<file path="src/rtl/rrtr_pkg.sv">
`timescale 1ns / 1ps
// ----------------------------------------------------------------------------
// rrtr_pkg - shared types for the round-robin task ring
// Field widths, op and status codes, and the controller/datapath interface.
// ----------------------------------------------------------------------------
package rrtr_pkg;

  localparam int ID_W    = 6;
  localparam int OP_W    = 2;
  localparam int ST_W    = 2;
  localparam int COUNT_W = 7;

  typedef enum logic [OP_W-1:0] {
    OP_ADD    = 2'd0,
    OP_REMOVE = 2'd1,
    OP_PICK   = 2'd2
  } op_t;

  typedef enum logic [ST_W-1:0] {
    ST_OK      = 2'd0,
    ST_EMPTY   = 2'd1,
    ST_ABSENT  = 2'd2,
    ST_PRESENT = 2'd3
  } status_t;

  // link RAM read address source
  typedef enum logic [1:0] {
    RA_TAIL = 2'd0,
    RA_ID   = 2'd1,
    RA_DATA = 2'd2
  } raddr_sel_t;

  // link RAM write address source
  typedef enum logic [1:0] {
    WA_ID   = 2'd0,
    WA_TAIL = 2'd1,
    WA_WALK = 2'd2
  } waddr_sel_t;

  // link RAM write data source
  typedef enum logic [1:0] {
    WD_ID   = 2'd0,
    WD_DATA = 2'd1,
    WD_SUCC = 2'd2
  } wdata_sel_t;

  typedef enum logic [1:0] {
    TL_HOLD = 2'd0,
    TL_ID   = 2'd1,
    TL_DATA = 2'd2,
    TL_WALK = 2'd3
  } tail_sel_t;

  typedef enum logic [1:0] {
    WL_HOLD = 2'd0,
    WL_TAIL = 2'd1,
    WL_DATA = 2'd2
  } walk_sel_t;

  typedef struct packed {
    logic       latch_id;
    raddr_sel_t raddr_sel;
    logic       we;
    waddr_sel_t waddr_sel;
    wdata_sel_t wdata_sel;
    logic       set_member;   // also bumps the count
    logic       clr_member;   // also drops the count
    tail_sel_t  tail_sel;
    walk_sel_t  walk_sel;
    logic       succ_ld;
    logic       emit;
    logic       pick_out;
    status_t    status;
  } cmd_t;

  typedef struct packed {
    logic empty;
    logic one_left;
    logic in_range;
    logic is_member;
    logic tail_is_id;
    logic walk_hit;
  } stat_t;

endpackage

</file>
<file path="src/rtl/rrtr_ram.sv">
`timescale 1ns / 1ps
// ----------------------------------------------------------------------------
// rrtr_ram - generic single-write, single-read RAM
// One write port, one read port, read data registered. No reset.
// ----------------------------------------------------------------------------
module rrtr_ram #(
  parameter int WIDTH = 6,
  parameter int DEPTH = 64
) (
  input  logic                     clk,
  input  logic                     we,
  input  logic [$clog2(DEPTH)-1:0] waddr,
  input  logic [WIDTH-1:0]         wdata,
  input  logic [$clog2(DEPTH)-1:0] raddr,
  output logic [WIDTH-1:0]         rdata
);

  logic [WIDTH-1:0] mem_r [DEPTH];
  logic [WIDTH-1:0] rdata_r;

  always_ff @(posedge clk) begin
    if (we) begin
      mem_r[waddr] <= wdata;
    end
    rdata_r <= mem_r[raddr];
  end

  assign rdata = rdata_r;

endmodule

</file>
<file path="src/rtl/rrtr_ctrl.sv">
`timescale 1ns / 1ps
// ----------------------------------------------------------------------------
// rrtr_ctrl - sequencer for the task ring
// Decodes the op, steps through link reads/writes and the predecessor walk.
// ----------------------------------------------------------------------------
module rrtr_ctrl (
  input  logic                      clk,
  input  logic                      rst_n,
  input  logic                      start,
  input  logic [rrtr_pkg::OP_W-1:0] in_op,
  input  rrtr_pkg::stat_t           stat,
  output rrtr_pkg::cmd_t            cmd,
  output logic                      busy
);

  typedef enum logic [3:0] {
    S_IDLE,
    S_NOP,
    S_ADD,
    S_ADD_LNK,
    S_ADD_TAIL,
    S_PICK,
    S_PICK_UPD,
    S_REM,
    S_REM_SUCC,
    S_REM_WALK
  } state_t;

  state_t state_r, state_nxt;

  always_comb begin
    state_nxt     = state_r;
    cmd           = '0;
    cmd.raddr_sel = rrtr_pkg::RA_TAIL;
    cmd.waddr_sel = rrtr_pkg::WA_ID;
    cmd.wdata_sel = rrtr_pkg::WD_ID;
    cmd.tail_sel  = rrtr_pkg::TL_HOLD;
    cmd.walk_sel  = rrtr_pkg::WL_HOLD;
    cmd.status    = rrtr_pkg::ST_OK;
    case (state_r)
      S_IDLE: begin
        if (start) begin
          cmd.latch_id = 1'b1;
          case (in_op)
            rrtr_pkg::OP_ADD:    state_nxt = S_ADD;
            rrtr_pkg::OP_REMOVE: state_nxt = S_REM;
            rrtr_pkg::OP_PICK:   state_nxt = S_PICK;
            default:             state_nxt = S_NOP;
          endcase
        end
      end
      S_NOP: begin
        cmd.emit  = 1'b1;
        state_nxt = S_IDLE;
      end
      S_ADD: begin
        if (!stat.in_range) begin
          cmd.emit   = 1'b1;
          cmd.status = rrtr_pkg::ST_ABSENT;
          state_nxt  = S_IDLE;
        end else if (stat.is_member) begin
          cmd.emit   = 1'b1;
          cmd.status = rrtr_pkg::ST_PRESENT;
          state_nxt  = S_IDLE;
        end else if (stat.empty) begin
          // first task links to itself
          cmd.we         = 1'b1;
          cmd.waddr_sel  = rrtr_pkg::WA_ID;
          cmd.wdata_sel  = rrtr_pkg::WD_ID;
          cmd.set_member = 1'b1;
          cmd.tail_sel   = rrtr_pkg::TL_ID;
          cmd.emit       = 1'b1;
          state_nxt      = S_IDLE;
        end else begin
          cmd.raddr_sel = rrtr_pkg::RA_TAIL;
          state_nxt     = S_ADD_LNK;
        end
      end
      S_ADD_LNK: begin
        // link[id] = link[tail]
        cmd.we        = 1'b1;
        cmd.waddr_sel = rrtr_pkg::WA_ID;
        cmd.wdata_sel = rrtr_pkg::WD_DATA;
        state_nxt     = S_ADD_TAIL;
      end
      S_ADD_TAIL: begin
        // link[tail] = id, tail = id
        cmd.we         = 1'b1;
        cmd.waddr_sel  = rrtr_pkg::WA_TAIL;
        cmd.wdata_sel  = rrtr_pkg::WD_ID;
        cmd.set_member = 1'b1;
        cmd.tail_sel   = rrtr_pkg::TL_ID;
        cmd.emit       = 1'b1;
        state_nxt      = S_IDLE;
      end
      S_PICK: begin
        if (stat.empty) begin
          cmd.emit   = 1'b1;
          cmd.status = rrtr_pkg::ST_EMPTY;
          state_nxt  = S_IDLE;
        end else begin
          cmd.raddr_sel = rrtr_pkg::RA_TAIL;
          state_nxt     = S_PICK_UPD;
        end
      end
      S_PICK_UPD: begin
        cmd.tail_sel = rrtr_pkg::TL_DATA;
        cmd.pick_out = 1'b1;
        cmd.emit     = 1'b1;
        state_nxt    = S_IDLE;
      end
      S_REM: begin
        if (stat.empty) begin
          cmd.emit   = 1'b1;
          cmd.status = rrtr_pkg::ST_EMPTY;
          state_nxt  = S_IDLE;
        end else if (!stat.is_member) begin
          cmd.emit   = 1'b1;
          cmd.status = rrtr_pkg::ST_ABSENT;
          state_nxt  = S_IDLE;
        end else if (stat.one_left) begin
          cmd.clr_member = 1'b1;
          cmd.emit       = 1'b1;
          state_nxt      = S_IDLE;
        end else begin
          cmd.raddr_sel = rrtr_pkg::RA_ID;
          state_nxt     = S_REM_SUCC;
        end
      end
      S_REM_SUCC: begin
        // capture link[id], start the walk at the tail
        cmd.succ_ld   = 1'b1;
        cmd.raddr_sel = rrtr_pkg::RA_TAIL;
        cmd.walk_sel  = rrtr_pkg::WL_TAIL;
        state_nxt     = S_REM_WALK;
      end
      S_REM_WALK: begin
        if (stat.walk_hit) begin
          cmd.we         = 1'b1;
          cmd.waddr_sel  = rrtr_pkg::WA_WALK;
          cmd.wdata_sel  = rrtr_pkg::WD_SUCC;
          cmd.clr_member = 1'b1;
          cmd.tail_sel   = stat.tail_is_id ? rrtr_pkg::TL_WALK : rrtr_pkg::TL_HOLD;
          cmd.emit       = 1'b1;
          state_nxt      = S_IDLE;
        end else begin
          cmd.raddr_sel = rrtr_pkg::RA_DATA;
          cmd.walk_sel  = rrtr_pkg::WL_DATA;
        end
      end
      default: begin
        state_nxt = S_IDLE;
      end
    endcase
  end

  always_ff @(posedge clk) begin
    if (!rst_n) begin
      state_r <= S_IDLE;
    end else begin
      state_r <= state_nxt;
    end
  end

  assign busy = (state_r != S_IDLE);

endmodule

</file>
<file path="src/rtl/rrtr_dp.sv">
`timescale 1ns / 1ps
// ----------------------------------------------------------------------------
// rrtr_dp - task ring datapath
// Link RAM, tail/walk/successor registers, membership bits, count, result.
// ----------------------------------------------------------------------------
module rrtr_dp #(
  parameter int MAX_TASKS = 64
) (
  input  logic                         clk,
  input  logic                         rst_n,
  input  logic [rrtr_pkg::ID_W-1:0]    in_task_id,
  input  rrtr_pkg::cmd_t               cmd,
  output rrtr_pkg::stat_t              stat,
  output logic                         out_valid,
  output logic [rrtr_pkg::ID_W-1:0]    out_picked_task,
  output logic                         out_picked_valid,
  output logic [rrtr_pkg::ST_W-1:0]    out_status,
  output logic [rrtr_pkg::COUNT_W-1:0] out_ring_count
);

  // only ids below both the field range and MAX_TASKS can ever be members
  localparam int SLOTS  = (MAX_TASKS < (1 << rrtr_pkg::ID_W)) ? MAX_TASKS
                                                              : (1 << rrtr_pkg::ID_W);
  localparam int SLOT_W = $clog2(SLOTS);

  logic [rrtr_pkg::ID_W-1:0]    id_r;
  logic [SLOT_W-1:0]            tail_r, tail_nxt;
  logic [SLOT_W-1:0]            walk_r, walk_nxt;
  logic [SLOT_W-1:0]            succ_r;
  logic [SLOTS-1:0]             member_r;
  logic [rrtr_pkg::COUNT_W-1:0] total_r, total_nxt;

  logic                         out_valid_r;
  logic [rrtr_pkg::ID_W-1:0]    out_picked_task_r;
  logic                         out_picked_valid_r;
  logic [rrtr_pkg::ST_W-1:0]    out_status_r;
  logic [rrtr_pkg::COUNT_W-1:0] out_ring_count_r;

  logic [SLOT_W-1:0] id_idx;
  logic [SLOT_W-1:0] rd_data;
  logic [SLOT_W-1:0] raddr, waddr, wdata;

  assign id_idx = SLOT_W'(id_r);

  rrtr_ram #(
    .WIDTH (SLOT_W),
    .DEPTH (SLOTS)
  ) u_link_ram (
    .clk   (clk),
    .we    (cmd.we),
    .waddr (waddr),
    .wdata (wdata),
    .raddr (raddr),
    .rdata (rd_data)
  );

  always_comb begin
    case (cmd.raddr_sel)
      rrtr_pkg::RA_TAIL: raddr = tail_r;
      rrtr_pkg::RA_ID:   raddr = id_idx;
      rrtr_pkg::RA_DATA: raddr = rd_data;
      default:           raddr = tail_r;
    endcase
    case (cmd.waddr_sel)
      rrtr_pkg::WA_ID:   waddr = id_idx;
      rrtr_pkg::WA_TAIL: waddr = tail_r;
      rrtr_pkg::WA_WALK: waddr = walk_r;
      default:           waddr = id_idx;
    endcase
    case (cmd.wdata_sel)
      rrtr_pkg::WD_ID:   wdata = id_idx;
      rrtr_pkg::WD_DATA: wdata = rd_data;
      rrtr_pkg::WD_SUCC: wdata = succ_r;
      default:           wdata = id_idx;
    endcase
    case (cmd.tail_sel)
      rrtr_pkg::TL_ID:   tail_nxt = id_idx;
      rrtr_pkg::TL_DATA: tail_nxt = rd_data;
      rrtr_pkg::TL_WALK: tail_nxt = walk_r;
      default:           tail_nxt = tail_r;
    endcase
    case (cmd.walk_sel)
      rrtr_pkg::WL_TAIL: walk_nxt = tail_r;
      rrtr_pkg::WL_DATA: walk_nxt = rd_data;
      default:           walk_nxt = walk_r;
    endcase
  end

  always_comb begin
    total_nxt = total_r;
    if (cmd.set_member) begin
      total_nxt = total_r + rrtr_pkg::COUNT_W'(1);
    end else if (cmd.clr_member) begin
      total_nxt = total_r - rrtr_pkg::COUNT_W'(1);
    end
  end

  always_comb begin
    stat.empty      = (total_r == '0);
    stat.one_left   = (total_r == rrtr_pkg::COUNT_W'(1));
    stat.in_range   = (32'(id_r) < 32'(SLOTS));
    stat.is_member  = stat.in_range && member_r[id_idx];
    stat.tail_is_id = (tail_r == id_idx);
    stat.walk_hit   = (rd_data == id_idx);
  end

  always_ff @(posedge clk) begin
    if (!rst_n) begin
      tail_r      <= '0;
      member_r    <= '0;
      total_r     <= '0;
      out_valid_r <= 1'b0;
    end else begin
      tail_r      <= tail_nxt;
      total_r     <= total_nxt;
      out_valid_r <= cmd.emit;
      if (cmd.set_member) begin
        member_r[id_idx] <= 1'b1;
      end else if (cmd.clr_member) begin
        member_r[id_idx] <= 1'b0;
      end
    end
  end

  // payload registers, no reset
  always_ff @(posedge clk) begin
    walk_r <= walk_nxt;
    if (cmd.latch_id) begin
      id_r <= in_task_id;
    end
    if (cmd.succ_ld) begin
      succ_r <= rd_data;
    end
    if (cmd.emit) begin
      out_picked_task_r  <= cmd.pick_out ? rrtr_pkg::ID_W'(rd_data) : '0;
      out_picked_valid_r <= cmd.pick_out;
      out_status_r       <= cmd.status;
      out_ring_count_r   <= total_nxt;
    end
  end

  assign out_valid        = out_valid_r;
  assign out_picked_task  = out_picked_task_r;
  assign out_picked_valid = out_picked_valid_r;
  assign out_status       = out_status_r;
  assign out_ring_count   = out_ring_count_r;

endmodule

</file>
<file path="src/rtl/round_robin_task_ring_unit.sv">
`timescale 1ns / 1ps
// One beat out per beat in; busy is high from the accept until the result beat is shown, so
// the next start is taken in the cycle that out_valid is high. The link RAM has one read port
// and one write port, one access each per cycle: add needs two link writes, and remove walks
// the ring one link a cycle from the tail to the predecessor. The receiver cannot stall. Sync
// reset empties ring.
// ----------------------------------------------------------------------------
// round_robin_task_ring_unit - round-robin ready ring of task numbers
// Circular singly linked list held in a link RAM with a tail pointer. Add
// inserts after the tail, remove unlinks via a predecessor walk, pick
// advances the tail and returns the new tail task.
// ----------------------------------------------------------------------------
module round_robin_task_ring_unit #(
  parameter int MAX_TASKS = 64
) (
  input  logic                         clk,
  input  logic                         rst_n,
  // command beat
  input  logic                         start,
  output logic                         busy,
  input  logic [rrtr_pkg::OP_W-1:0]    in_op,
  input  logic [rrtr_pkg::ID_W-1:0]    in_task_id,
  // result beat, one cycle wide
  output logic                         out_valid,
  output logic [rrtr_pkg::ID_W-1:0]    out_picked_task,
  output logic                         out_picked_valid,
  output logic [rrtr_pkg::ST_W-1:0]    out_status,
  output logic [rrtr_pkg::COUNT_W-1:0] out_ring_count
);

  // ring can hold at most this many tasks (ids are six bits wide)
  localparam int SLOTS = (MAX_TASKS < (1 << rrtr_pkg::ID_W)) ? MAX_TASKS
                                                             : (1 << rrtr_pkg::ID_W);

  rrtr_pkg::cmd_t  cmd;
  rrtr_pkg::stat_t stat;

  // Controller: op decode, link read/write sequencing, predecessor walk.
  rrtr_ctrl u_ctrl (
    .clk   (clk),
    .rst_n (rst_n),
    .start (start),
    .in_op (in_op),
    .stat  (stat),
    .cmd   (cmd),
    .busy  (busy)
  );

  // Datapath: link RAM, tail, membership bits, count and the result register.
  rrtr_dp #(
    .MAX_TASKS (MAX_TASKS)
  ) u_dp (
    .clk              (clk),
    .rst_n            (rst_n),
    .in_task_id       (in_task_id),
    .cmd              (cmd),
    .stat             (stat),
    .out_valid        (out_valid),
    .out_picked_task  (out_picked_task),
    .out_picked_valid (out_picked_valid),
    .out_status       (out_status),
    .out_ring_count   (out_ring_count)
  );

  // The result beat is shown only once the sequencer has gone back to idle.
  a_out_when_idle: assert property (@(posedge clk) disable iff (!rst_n)
    out_valid |-> !busy)
    else $error("result beat while sequencer busy");

  // An accepted command always raises busy in the following cycle.
  a_accept_busy: assert property (@(posedge clk) disable iff (!rst_n)
    (start && !busy) |=> busy)
    else $error("accepted command did not raise busy");

  // A picked task only comes with an ok status.
  a_pick_ok: assert property (@(posedge clk) disable iff (!rst_n)
    (out_valid && out_picked_valid) |-> (out_status == rrtr_pkg::ST_OK))
    else $error("pick result with error status");

  // Count never exceeds the number of slots.
  a_count_bound: assert property (@(posedge clk) disable iff (!rst_n)
    out_valid |-> (32'(out_ring_count) <= 32'(SLOTS)))
    else $error("ring count above slot count");

endmodule

</file>
<file path="config.mk">
export PLATFORM = sky130hd
export DESIGN_NAME = round_robin_task_ring_unit
export DESIGN_NICKNAME = d
export VERILOG_FILES = /design/src/rtl/rrtr_pkg.sv /design/src/rtl/rrtr_ram.sv /design/src/rtl/rrtr_ctrl.sv /design/src/rtl/rrtr_dp.sv /design/src/rtl/round_robin_task_ring_unit.sv
export SDC_FILE = /design/constraint.sdc
export NUM_CORES = 1
export LEC_CHECK = 0
export BUFFER_PORTS_ARGS = -buffer_cell sky130_fd_sc_hd__clkbuf_2
export CORE_ASPECT_RATIO = 0.8
export CORE_MARGIN = 3
export CORE_UTILIZATION = 35
export CTS_CLUSTER_SIZE = 40
export DETAILED_ROUTE_END_ITERATION = 8
export PLACE_DENSITY = 0.58
export SLEW_MARGIN = 20
export SYNTH_ARGS = -nofsm -noshare
export SYNTH_HDL_FRONTEND = slang
export SYNTH_SLANG_ARGS = --single-unit
export TNS_END_PERCENT = 50
</file>
<file path="constraint.sdc">
create_clock -name clk -period 17.45 [get_ports clk]
set_clock_uncertainty 0.05 [all_clocks]
set_input_delay 3.49 -clock clk [delete_from_list [all_inputs] [get_ports clk]]
set_output_delay 3.49 -clock clk [all_outputs]
set_load 0.01 [all_outputs]
</file>
==> results of run 1 <==
==> routing by layer <==
| layer | vias up | share of wire (%) |
|---|---|---|
| met3 | 89 | 6.6 |
| met4 | 0 | 2.2 |
| met1 | 6315 | 46 |
| met2 | 394 | 45 |
| met5 | - | 0 |
| li1 | 5475 | - |
==> stage by stage <==
step                utilization (%)  setup WS, ns  power (W)  cell area [um2]
floorplan                         -         11.81    0.00169            21800
finish                         39.8         10.42    0.00286            24400
global placement               37.2         10.13    0.00182            22800
global route                   39.8          9.89    0.00297            24400
CTS                            39.8         10.04    0.00289            24400
detailed placement             37.2         10.05    0.00183            22800
==> synth_stat cells (all sizes together), types with 22 or more instances <==
cell	number	share of area, %
nor3	23	0.60
and3	32	0.92
o21ai	22	0.51
nand3	46	1.1
clkbuf	53	0.91
edfxtp	418	58
nor2	97	1.7
mux2i	117	5.4
buf	41	1.1
mux4	103	11
dfxtp	88	8.1
a32o	33	1.6
a22oi	29	1.0
nand2	84	1.4
o22ai	33	0.95
==> power breakdown <==
group          switching, W  internal (W)  leakage, nW
sequential        0.0000459       0.00136         4.49
clock              0.000464      0.000594        0.793
combinational      0.000246      0.000152         3.27
==> logic make-up (layout without fill, tap and decap cells) <==
group | count (synthesis) | after routing
AO/OA/AOI/OAI | 168 | 168
XOR/XNOR | 17 | 17
adder cells (fa/ha/maj) | 12 | 12
buffers and inverters | 109 | 161
flip-flops | 506 | 506
multiplexers | 226 | 226
AND/OR/NAND/NOR | 335 | 335
==> worst max-delay path: stages (launching register included) <==
cell      delay, ns
edfxtp_1       1.04
mux4_1         0.68
a221oi_2       0.28
a311o_1        0.18
nand3_2        0.13
nor3_4         0.45
nor3b_1        0.15
ha_1           0.70
nor2_1         0.17
a21oi_4        0.15
buf_6          0.58
buf_4          0.86
mux4_2         0.61
mux2i_1        0.29
mux2i_1        0.19
mux2i_1        0.19
mux2i_1        0.10
==> worst max path at each step <==
stage	from	to	slack, ns	cells past startpoint
4_1_cts	u_dp.id_idx[0]$_DFFE_PP_	u_dp.u_link_ram.rdata[0]$_DFF_P_	10.04	16
3_5_place_dp	u_dp.id_idx[0]$_DFFE_PP_	u_dp.u_link_ram.rdata[0]$_DFF_P_	10.05	16
6_report	u_dp.id_idx[0]$_DFFE_PP_	u_dp.u_link_ram.rdata[0]$_DFF_P_	10.42	16
2_1_floorplan	u_dp.id_idx[2]$_DFFE_PP_	u_dp.u_link_ram.mem_r[0][0]$_DFFE_PP_	11.81	10
3_3_place_gp	u_dp.id_idx[0]$_DFFE_PP_	u_dp.u_link_ram.rdata[4]$_DFF_P_	10.13	16
5_1_grt	u_dp.id_idx[0]$_DFFE_PP_	u_dp.u_link_ram.rdata[4]$_DFF_P_	9.89	16
==> layout make-up <==
class | count | share of cell area, %
Sequential cell | 506 | 58.6
Multi-Input combinational cell | 758 | 29.0
Clock buffer | 71 | 5.75
Tap cell | 830 | 4.25
Timing Repair Buffer | 50 | 1.27
Clock inverter | 25 | 0.820
Inverter | 15 | 0.231
==> layout by cell type, fill, tap and decap left out, types with 5 or more instances in the layout <==
cell type	netlist	routed
nor2b_1	7	7
xnor2_1	8	8
a21oi_1	13	7
o21ai_0	22	16
clkinv_2	0	12
and2_1	15	15
a22oi_1	29	29
a32o_2	14	14
mux4_1	5	5
clkbuf_16	0	52
o21a_1	7	7
mux2_2	6	6
o311ai_4	8	8
and3_1	32	32
buf_4	8	21
nand2_1	84	84
nand2b_1	15	15
o22ai_1	33	33
inv_1	15	15
nor3_1	21	19
clkbuf_1	53	16
a32o_1	19	19
xor2_1	9	9
edfxtp_1	418	418
ha_1	12	12
o311a_1	7	7
dfxtp_1	88	88
mux2i_1	117	117
clkbuf_2	0	28
clkinv_1	0	7
mux4_2	98	98
nor2_1	97	97
o21ai_4	0	5
a21oi_4	0	5
nand3_1	42	42
==> flow_metrics.env, run 1 <==
export IMPL_synth_edff_count=418
export IMPL_regArea_um2=14300
export IMPL_period_share_pct=40.3
export IMPL_ir_drop_mv=0.0604
export IMPL_hpwlAfterDp_mm=31.3
export IMPL_ys_ff_latch=506
export IMPL_ys_seq_area_share_pct=65.7
export IMPL_cts_sink_count=506
export IMPL_area_delta_synth_final_pct=12.1
export IMPL_post_drt_via_cell_ratio=5.44
export IMPL_hold_viol_final=0
export IMPL_dp_cells=2159
export IMPL_cts_root_buf="clkbuf_16"
export IMPL_cts_inserted_buffers=52
export IMPL_synth_adder_area_share_pct=0.689
export IMPL_drive_gt1_share_pct=19.4
export IMPL_drt_iter0_drc=1180
export IMPL_die_h_um=229
export IMPL_crit_arrival_ns=7.41
export IMPL_synth_xor_area_share_pct=0.684
export IMPL_clkLatencyLatePin_ns=0.61
export IMPL_grt_use_met1_pct=22.9
export IMPL_dieArea_um2=65300
export IMPL_drc=0
export IMPL_io_buffers=28
export IMPL_cts_buffer_depth=3
export IMPL_postCtsSetupRepairBufs=0
export IMPL_antenna_found_initial=0
export IMPL_nFillCells=5539
export IMPL_start_kind="flip-flop"
export IMPL_cp_end_kind="flip-flop"
export IMPL_cap_violations=0
export IMPL_synthSimpleGateAreaFrac_pct=7.50
export IMPL_cts_resized=0
export IMPL_tns_ns=0
export IMPL_wl_per_cell_um=22.7
export IMPL_routed_wirelength_mm=51.1
export IMPL_p_leak_nw=8.55
export IMPL_reg2reg_from="u_dp.id_idx[0]$_DFFE_PP_"
export IMPL_tightest_slew_ns=1.05
export IMPL_synth_compound_area_share_pct=6.68
export IMPL_grt_pass1_wl_mm=78.5
export IMPL_placementRows=81
export IMPL_antenna_left=0
export IMPL_syn_inst=1373
export IMPL_initial_core_util_pct=35.5
export IMPL_hold_path_depth=2
export IMPL_fin_nets=1406
export IMPL_ys_flop_type="edfxtp_1"
export IMPL_crit_fanout=49
export IMPL_crit_required_ns=17.83
export IMPL_final_max_slew_viol_count=0
export IMPL_grt_busiest_layer="met2"
export IMPL_io_pins=29
export IMPL_first_pass_iters=5
export IMPL_path_class="flip-flop to flip-flop"
export IMPL_multi_input_area_um2=7090
export IMPL_max_freq_mhz=142
export IMPL_rrSetupSlack_ns=10.42
export IMPL_use_met2_pct=23.6
export IMPL_globalplace_congestion=0.802
export IMPL_power_density_nw_per_um2=117
export IMPL_relSlewSlack_pct=29.9
export IMPL_setup_viol=0
export IMPL_htreeDepth=2
export IMPL_vias=12300
export IMPL_yosysWarnings=0
export IMPL_gr_usage_met3_pct=3.04
export IMPL_synth_top_family_by_area="multiplexers"
export IMPL_syn_nets=1396
export IMPL_status="completed"
export IMPL_die_x_um=285
export IMPL_antennaDiodeCount=0
export IMPL_grt_overflow=0
export IMPL_synthMuxAreaShare_pct=16.4
export IMPL_grt_max_degree=91
export IMPL_rr_worst_depth=16
export IMPL_period_needed_ns=7.03
export IMPL_tritoncts="yes"
export IMPL_hold_slack_ns=0.408
export IMPL_design_core_area_um2=61300
export IMPL_fin_cells=2255
export IMPL_cts_hold_buf=0
export IMPL_grt_usage_pct=15.6
export IMPL_syn_area_um2=21800
export IMPL_ys_async_sr_fraction_pct=0
export IMPL_clkTransAtPathRegs_ns=0.06
export IMPL_netlist_cell_type_count=61
export IMPL_grt_pass1_vias=12400
export IMPL_avgSynthCellArea_um2=15.9
export IMPL_rsz0062_at_grt="false"
export IMPL_hp_class="flip-flop to flip-flop"
export IMPL_r2r_end="u_dp.u_link_ram.rdata[0]$_DFF_P_"
No activity file was read; power rests on OpenSTA's default activity.
==> inputs of run 2 (changes only) <==
--- a/config.mk
+++ b/config.mk
@@ -5,13 +5,14 @@
 export SDC_FILE = /design/constraint.sdc
 export NUM_CORES = 1
 export LEC_CHECK = 0
+export ABC_AREA = 1
 export BUFFER_PORTS_ARGS = -buffer_cell sky130_fd_sc_hd__clkbuf_2
 export CORE_ASPECT_RATIO = 0.8
 export CORE_MARGIN = 3
 export CORE_UTILIZATION = 35
 export CTS_CLUSTER_SIZE = 40
 export DETAILED_ROUTE_END_ITERATION = 8
-export PLACE_DENSITY = 0.58
+export PLACE_DENSITY = 0.6
 export SLEW_MARGIN = 20
 export SYNTH_ARGS = -nofsm -noshare
 export SYNTH_HDL_FRONTEND = slang
==> constraint.sdc (replaced) <==
create_clock -name clk -period 6 [get_ports clk]
set_clock_uncertainty 0.05 [all_clocks]
set_input_delay 1.2 -clock clk [delete_from_list [all_inputs] [get_ports clk]]
set_output_delay 1.2 -clock clk [all_outputs]
set_load 0.01 [all_outputs]
==> run 2 against run 1 <==
Effect of this change:
- non-clock buffer count up 11
- largest cell class unchanged
- critical path depth up 7
- highest routed layer unchanged
- critical path type unchanged
- critical endpoint is now u_dp.u_link_ram.rdata[2]$_DFF_P_
- final area up 5.4%
- synthesized cell count up 67%
- worst setup slack worse by 9.5 ns
==> flow_metrics.env, run 2 <==
export IMPL_power_density_nw_per_um2=352
export IMPL_syn_area_um2=23000
export IMPL_placed_area_um2=23900
export IMPL_crit_path_start="u_dp.id_idx[0]$_DFFE_PP_"
export IMPL_cts_hold_buf=0
export IMPL_cts_resized=0
export IMPL_drive_gt1_share_pct=10.3
export IMPL_first_pass_iters=6
export IMPL_rsz0062_at_grt="false"
export IMPL_ys_seq_area_share_pct=62.3
export IMPL_layout_setup_ws_ns=0.884
export IMPL_grt_pass1_wl_mm=95.0
export IMPL_rrSetupSlack_ns=0.88
export IMPL_yosysTopAreaCell="edfxtp_1"
export IMPL_crit_required_ns=6.45
export IMPL_postLayoutCellArea_um2=25700
export IMPL_crit_arrival_ns=5.57
export IMPL_cp_end_kind="flip-flop"
export IMPL_start_kind="flip-flop"
export IMPL_ir_drop_mv=0.267
export IMPL_clkLatencyLatePin_ns=0.62
export IMPL_mostFrequentLayoutCell="edfxtp_1"
export IMPL_path_class="flip-flop to flip-flop"
export IMPL_initial_core_util_pct=35.6
export IMPL_synth_area_leaders="edfxtp_1 (55%), dfxtp_1 (7.7%), nand2_1 (5.7%), nor2_1 (5.1%), o211ai_1 (5.0%)"
export IMPL_post_drt_via_cell_ratio=5.35
export IMPL_io_buffers=28
export IMPL_tritoncts="yes"
export IMPL_hpwlAfterDp_mm=37.4
export IMPL_cts_sink_count=506
export IMPL_ys_flop_type="edfxtp_1"
export IMPL_max_freq_mhz=195
export IMPL_setup_viol=0
export IMPL_synth_edff_count=418
export IMPL_relSlewSlack_pct=32.5
export IMPL_area_delta_synth_final_pct=11.9
export IMPL_clkTransAtPathRegs_ns=0.06
export IMPL_netlist_cell_type_count=42
export IMPL_grt_max_degree=173
export IMPL_drc=0
export IMPL_synth_top_area_share_pct=54.6
export IMPL_fin_util_pct=39.8
export IMPL_crit_end="u_dp.u_link_ram.rdata[2]$_DFF_P_"
export IMPL_grt_usage_pct=17.5
export IMPL_grt_pass1_vias=16000
export IMPL_cts_buffer_depth=3
export IMPL_reg2reg_from="u_dp.id_idx[0]$_DFFE_PP_"
export IMPL_final_max_slew_viol_count=0
export IMPL_routed_wirelength_mm=61.0
export IMPL_antenna_left=0
export IMPL_syn_inst=2288
export IMPL_yosysWarnings=0
export IMPL_cts_inserted_buffers=52
export IMPL_antennaDiodeCount=0
export IMPL_globalplace_congestion=0.906
export IMPL_ys_ff_latch=506
export IMPL_tns_ns=0
export IMPL_ys_async_sr_fraction_pct=0
export IMPL_vias=16900
export IMPL_status="completed"
export IMPL_yosys_top_cells_count="edfxtp_1 (418), nand2_1 (350), nor2_1 (315)"
export IMPL_gr_usage_met3_pct=2.93
export IMPL_synth_most_common_cell="edfxtp_1"
export IMPL_htreeDepth=2
export IMPL_period_needed_ns=5.12
export IMPL_hold_slack_ns=0.408
export IMPL_die_x_um=293
export IMPL_crit_fanout=172
export IMPL_use_met2_pct=25.7
export IMPL_cts_root_buf="clkbuf_16"
export IMPL_design_core_area_um2=64600
export IMPL_io_pins=29
export IMPL_grt_use_met1_pct=25.8
export IMPL_drt_iter0_drc=1909
export IMPL_p_leak_nw=8.94
export IMPL_tightest_slew_ns=1.01
export IMPL_dp_worst_setup_slack_ns=1.02
export IMPL_placementRows=83
export IMPL_nFillCells=6215
export IMPL_r2r_end="u_dp.u_link_ram.rdata[2]$_DFF_P_"
export IMPL_final_cell_mix="edfxtp_1 (418), nand2_1 (349), nor2_1 (315)"
export IMPL_antenna_found_initial=0
export IMPL_postCtsSetupRepairBufs=0
export IMPL_fin_nets=2292
export IMPL_rr_worst_depth=23
export IMPL_grt_busiest_layer="met1"
export IMPL_hold_viol_final=0
export IMPL_syn_nets=2311
export IMPL_period_share_pct=85.3
export IMPL_grt_overflow=0
export IMPL_wl_per_cell_um=19.3
export IMPL_dieArea_um2=68800
export IMPL_cap_violations=0
export IMPL_die_h_um=235
export IMPL_hp_class="flip-flop to flip-flop"
export IMPL_avgSynthCellArea_um2=10.0
[run 2: final cells by class]
type                    instances  area (um2)  share of cell area (%)
flip-flops and latches        506       14300                    55.6
inverters                     233         878                    3.41
repair buffers                 61         442                    1.72
multi-input cells            1415        7200                    28.0
well taps                     850        1060                    4.13
clock buffers                  58        1330                    5.18
clock inverters                38         502                    1.95
[run 2: how the worst min path moves through the flow]
stage / start / cells after the start / endpoint
floorplan: flip-flop / 2 / flip-flop
global placement: flip-flop / 2 / flip-flop
detailed placement: flip-flop / 2 / flip-flop
CTS: flip-flop / 2 / flip-flop
global route: flip-flop / 2 / flip-flop
finish: flip-flop / 2 / flip-flop
[run 2: worst max-delay path: stages (launching register included)]
cell      delay, ns
edfxtp_1       0.52
inv_2          0.25
buf_4          0.47
nand2_1        0.12
nand3_1        0.11
nand2_1        0.06
o21ai_1        0.13
nand2_1        0.08
nor2_2         0.26
nand2_2        0.19
nand4_1        0.20
inv_1          0.07
ha_1           0.34
inv_2          0.16
nand3_1        0.14
nand2_4        0.12
buf_12         0.45
nand2_1        0.09
o21ai_0        0.12
o22ai_1        0.14
o211ai_1       0.35
nand3_1        0.15
nand3_1        0.16
nand2_1        0.07
[run 2: power by group]
group          internal [W]  leakage (nW)  switching (W)  total, W
logic              0.000401          3.56        0.00112   0.00152
clock network       0.00204         0.895        0.00142   0.00346
registers           0.00398          4.49       0.000103   0.00408
total               0.00642          8.94        0.00264   0.00906
[run 2: kinds of logic after synthesis]
kind of cell	after synthesis	synth area share, %
xor gates and xnor gates	16	0.610
adders and majority gates	12	0.653
buffers and inverters	367	6.63
DFF	506	62.3
AOI/OAI and AO/OA	493	12.9
and+or+nand+nor	894	16.9
[run 2: metrics by stage]
stage               cells  total power, W
floorplan            2288         0.00512
global placement     3064         0.00563
detailed placement   3064         0.00564
CTS                  3160         0.00910
global route         3161         0.00940
finish               3161         0.00906
[run 2: per-layer routing]
metal	wire (um)	share of wire [%]	vias up
li1	-	-	7913
met1	27900	46	8258
met2	26600	44	627
met3	4600	7.5	120
met4	1960	3.2	0
met5	0	0	-
